### src/rtl/bbc_pkg.sv
// ----------------------------------------------------------------------------
// bbc_pkg
// Shared types and constants of the bounding box crop block: item structs,
// operation and register codes, and the controller to datapath interface.
// ----------------------------------------------------------------------------
package bbc_pkg;

	localparam int SIZE_W       = 7;
	localparam int SIZE_MAX     = (1 << SIZE_W) - 1;
	localparam int TOT_W        = 2 * SIZE_W;
	localparam int EMIT_W       = SIZE_W + 1;
	localparam int PIX_W        = 8;
	localparam int BORDER_TOTAL = 2;
	localparam int CFG_IDX_W    = 2;

	localparam logic [SIZE_W-1:0] SIZE_RESET = 7'd64;

	localparam logic [1:0] KIND_LOAD    = 2'd0;
	localparam logic [1:0] KIND_FETCH   = 2'd1;
	localparam logic [1:0] KIND_RESTART = 2'd2;

	localparam logic [CFG_IDX_W-1:0] REG_IMAGE_WIDTH  = 2'd0;
	localparam logic [CFG_IDX_W-1:0] REG_IMAGE_HEIGHT = 2'd1;

	typedef struct packed {
		logic [1:0]       kind;
		logic [PIX_W-1:0] pixel_in;
	} item_t;

	typedef struct packed {
		logic [PIX_W-1:0]  pixel_out;
		logic [SIZE_W-1:0] crop_width;
		logic [SIZE_W-1:0] crop_height;
		logic              valid_res;
		logic              last;
	} result_t;

	typedef struct packed {
		logic load;
		logic fetch;
		logic restart;
		logic div_start;
		logic div_commit;
		logic out_load;
	} cmd_t;

	typedef struct packed {
		logic div_done;
		logic out_busy;
	} sts_t;

endpackage

### src/rtl/bbc_ctrl.sv
// ----------------------------------------------------------------------------
// bbc_ctrl
// Controller: decodes accepted beats, sequences the store read of a fetch
// and the row and column recompute after a size register write.
// ----------------------------------------------------------------------------
module bbc_ctrl (
	input  logic          clk,
	input  logic          arst_n,
	input  logic          item_valid,
	input  logic [1:0]    kind,
	input  logic          cfg_we,
	input  bbc_pkg::sts_t sts,
	output logic          item_stall,
	output bbc_pkg::cmd_t cmd
);

	localparam logic [1:0] ST_IDLE = 2'd0;
	localparam logic [1:0] ST_PREP = 2'd1;
	localparam logic [1:0] ST_DIV  = 2'd2;
	localparam logic [1:0] ST_READ = 2'd3;

	logic [1:0] state_q, state_nxt;
	logic acc;

	assign item_stall = (state_q != ST_IDLE) || cfg_we;
	assign acc        = item_valid && !item_stall;

	always_comb begin
		cmd.load       = acc && (kind == bbc_pkg::KIND_LOAD);
		cmd.fetch      = acc && (kind == bbc_pkg::KIND_FETCH);
		cmd.restart    = acc && (kind == bbc_pkg::KIND_RESTART);
		cmd.div_start  = state_q == ST_PREP;
		cmd.div_commit = (state_q == ST_DIV) && sts.div_done;
		cmd.out_load   = (state_q == ST_READ) && !sts.out_busy;
	end

	always_comb begin
		state_nxt = state_q;
		priority if (cfg_we) begin
			state_nxt = ST_PREP;
		end else begin
			unique case (state_q)
				ST_IDLE: if (cmd.fetch) state_nxt = ST_READ;
				ST_PREP: state_nxt = ST_DIV;
				ST_DIV:  if (sts.div_done) state_nxt = ST_IDLE;
				ST_READ: if (!sts.out_busy) state_nxt = ST_IDLE;
				default: state_nxt = ST_IDLE;
			endcase
		end
	end

	always_ff @(posedge clk or negedge arst_n) begin
		if (!arst_n) begin
			state_q <= ST_IDLE;
		end else begin
			state_q <= state_nxt;
		end
	end

endmodule

### config.mk
export PLATFORM = sky130hd
export DESIGN_NAME = bbc_ctrl
export DESIGN_NICKNAME = d
export VERILOG_FILES = /design/src/rtl/bbc_pkg.sv /design/src/rtl/bbc_ctrl.sv
export SDC_FILE = /design/constraint.sdc
export NUM_CORES = 1
export LEC_CHECK = 0
export ABC_CLOCK_PERIOD_IN_PS = 2200
export BUFFER_PORTS_ARGS = -buffer_cell sky130_fd_sc_hd__buf_2
export CORE_AREA = 3 3 40 42
export CTS_CLUSTER_SIZE = 8
export DETAILED_ROUTE_END_ITERATION = 6
export DIE_AREA = 0 0 43 45
export PLACE_DENSITY = 0.42
export SLEW_MARGIN = 20
export SYNTH_ARGS = -nofsm -noshare
export SYNTH_HDL_FRONTEND = slang
export SYNTH_SLANG_ARGS = --single-unit
### constraint.sdc
create_clock -name clk -period 2.2 [get_ports clk]
set_clock_uncertainty 0.15 [all_clocks]
set_input_delay 0.44 -clock clk [delete_from_list [all_inputs] [get_ports clk]]
set_output_delay 0.44 -clock clk [all_outputs]
set_load 0.02 [all_outputs]
==> flow_metrics.tcl <==
set metrics [dict create \
    multi_input_area_sq_um 115 \
    cp-end-kind "output pin" \
    place_area_sq_um 260 \
    post-route-util_pct 23.5 \
    seq_area_sq_um 51.3 \
    worstPathArrival_ns 1.53 \
    nNetsFinal 45 \
    dieHeight_um 45 \
    via_count 197 \
    holdCritStartpoint "cfg_we" \
    vdd.ir_drop.worst_uv 89.4 \
    ys_seq_elements 2 \
    grt_max_degree 8 \
    yosysTopAreaCell "dfrtp_1" \
    vias_per_cell 3.94 \
    grt_use_total_pct 7.24 \
    r2r_cells 3 \
    synth_cells 16 \
    grt_pass1_vias 219 \
    holdPathEnd "state_q[1]$_DFFE_PN0P_" \
    htree_num_levels 1 \
    setup.worst_path.start_class "flip-flop" \
    fin_setup_tns_ns 0 \
    coreArea_sq_mm 0.00128 \
    initial_core_util_pct 12.8 \
    antenna_found_initial 0 \
    hold_violations 0 \
    synth.avg_cell_area_sq_um 10.2 \
    drtPass1Iterations 4 \
    cts_buffer_depth 2 \
    rsz0062_at_grt "no" \
    crit_required_ns 1.61 \
    fin_ws_ns 0.0797 \
    largest_reg_flops 2 \
    io_pins 15 \
    n_antenna_cell 0 \
    cts_sinks 2 \
    worstSetupPathType "reg -> out" \
    antenna_left 0 \
    die-area_sq_mm 0.00194 \
    p_leak_nw 0.148 \
    cts_tree "done" \
    gp_congestion 0.614 \
    hpwl_um 390 \
    syn_nets 24 \
    worst_skew_pair.late_latency_ns 0.23 \
    die-width_um 43 \
    yosysUniqueCellTypes 14 \
    r2r_start "state_q[1]$_DFFE_PN0P_" \
    hold_depth 2 \
    drc 0 \
    reg2reg_slack_ns 0.92 \
    max_stage_delay_ns 0.53 \
    yosysWarnings 0 \
    fmax_mhz 472 \
    relSlewSlack_pct 84.1 \
    path_buf_inv 1 \
    clk_pin_slew_worst_paths_ns 0.04 \
    synth_common_cells "dfrtp_1, nor3b_2" \
    setup_violations 0 \
    power_density_mw_per_mm2 572 \
    worstPathMaxFanout 6 \
    syn_area_sq_um 164 \
    largestRegisters "state_q: 2 flops" \
    crit_chain "or4b_4, nor3b_2, buf_4" \
    async_flop_share_pct 100 \
    synth_area_leaders "dfrtp_1, nor3b_2, or4b_4" \
    cts_root_buf "clkbuf_4" \
    drv_cap 0 \
    layout_min_cycle_time_ns 2.12 \
    syn2layout_area_growth_pct 84.0 \
    drtIter0Drc 8 \
    hold_path_class "in -> reg" \
    rr_endpoint "state_q[1]$_DFFE_PN0P_" \
    final_area_sq_um 302 \
    cp_top_family "simple AND/OR/NAND/NOR gates" \
    numCtsBuffers 3 \
    regMostFlops "state_q" \
    slew_violations 0 \
    outcome "finished clean" \
    ys_seq_area_share_pct 30.5 \
    drive_above_1_share_pct 71.4 \
    period_share_pct 96.4 \
    wl_per_cell_um 11.3 \
    pre_cts_ws_ns 0.181 \
    synth_ff_type "dfrtp_1" \
    synth_top_area_share_pct 30.5 \
    grt_pass1_wl_um 966 \
    rows 13 \
    port_buffers 14 \
    worstMarginPinSlew_ns 0.237 \
    fillers 140 \
    cpMaxStageDelayCell "or4b_4" \
    overflow 0 \
    drt_wl_total_um 564 \
    synth_edf_count 0 \
]
[area by class of cell]
class / count / area share, %
Multi-Input combinational cell: 13 / 38.2
Timing Repair Buffer: 16 / 29.9
Sequential cell: 2 / 17.0
Clock buffer: 3 / 7.47
Tap cell: 15 / 6.22
Inverter: 1 / 1.24
[logic make-up after synthesis]
family | after synthesis | synth area share (%)
simple gates | 10 | 55.0
compound gates | 3 | 12.2
flops | 2 | 30.5
buf+inv | 1 | 2.29
[routing by layer]
metal	routed length (um)	global-route usage, %	part of all wire (%)
met3	77	1.99	14
met2	194	8.98	34
met1	292	8.89	52
met4	0	9.04	0
met5	0	0	0
[cell usage in the layout (no fill, tap or decap)]
master	Yosys	layout
nor3b_2	2	2
and3b_2	1	1
o21ai_0	1	1
nand4bb_1	1	1
dlygate4sd3_1	0	1
or3_2	1	1
or2b_1	1	1
dfrtp_2	0	1
dfrtp_1	2	1
a31oi_1	1	1
nor2_1	1	1
inv_1	1	1
buf_4	0	2
clkbuf_4	0	3
buf_2	0	13
or4b_4	1	1
and3_1	1	1
nor3_2	0	1
a311oi_1	1	1
[worst register-to-register path, cell delays in order, from the launching register on]
cell and delay (ns):
dfrtp_1 0.37, buf_4 0.16, nand4bb_1 0.20, a311oi_1 0.30
[what timing repair did]
| action | in CTS | in global routing |
|---|---|---|
| hold endpoints to repair | 2 | 0 |
| endpoints found under the setup margin | 0 | 3 |
| hold buffers | 1 | 0 |
| buffers inserted | 0 | 0 |
| gates resized for setup | 0 | 3 |
[worst max-delay path by stage]
| stage | start | to | slack, ns | cells after the start |
|---|---|---|---|---|
| after floorplan | state_q[0]$_DFFE_PN0P_ | cmd[5] | 0.18 | 2 |
| after global placement | cfg_we | cmd[4] | 0.18 | 4 |
| after detailed placement | cfg_we | cmd[4] | 0.18 | 4 |
| after CTS | state_q[0]$_DFFE_PN0P_ | cmd[4] | 0.01 | 3 |
| after global routing | state_q[0]$_DFFE_PN0P_ | cmd[3] | 0.02 | 3 |
| final | state_q[0]$_DFFE_PN0P_ | cmd[4] | 0.08 | 3 |
[through the flow]
step           cells  power (W)  hold WS [ns]
3_3_place_gp      46  0.0000832        0.0788
5_1_grt           50   0.000185         0.289
6_report          50   0.000172         0.276
3_5_place_dp      46  0.0000830        0.0779
4_1_cts           50   0.000178         0.268
2_1_floorplan     16  0.0000634      -0.00559
[report_power, final]
group,leakage (nW),switching (W),internal [W],total (W)
registers,0.0231,0.00000308,0.0000404,0.0000435
clock network,0.0138,0.0000267,0.0000608,0.0000875
logic,0.111,0.0000218,0.0000196,0.0000414
Power figures use the tool's default switching activity.
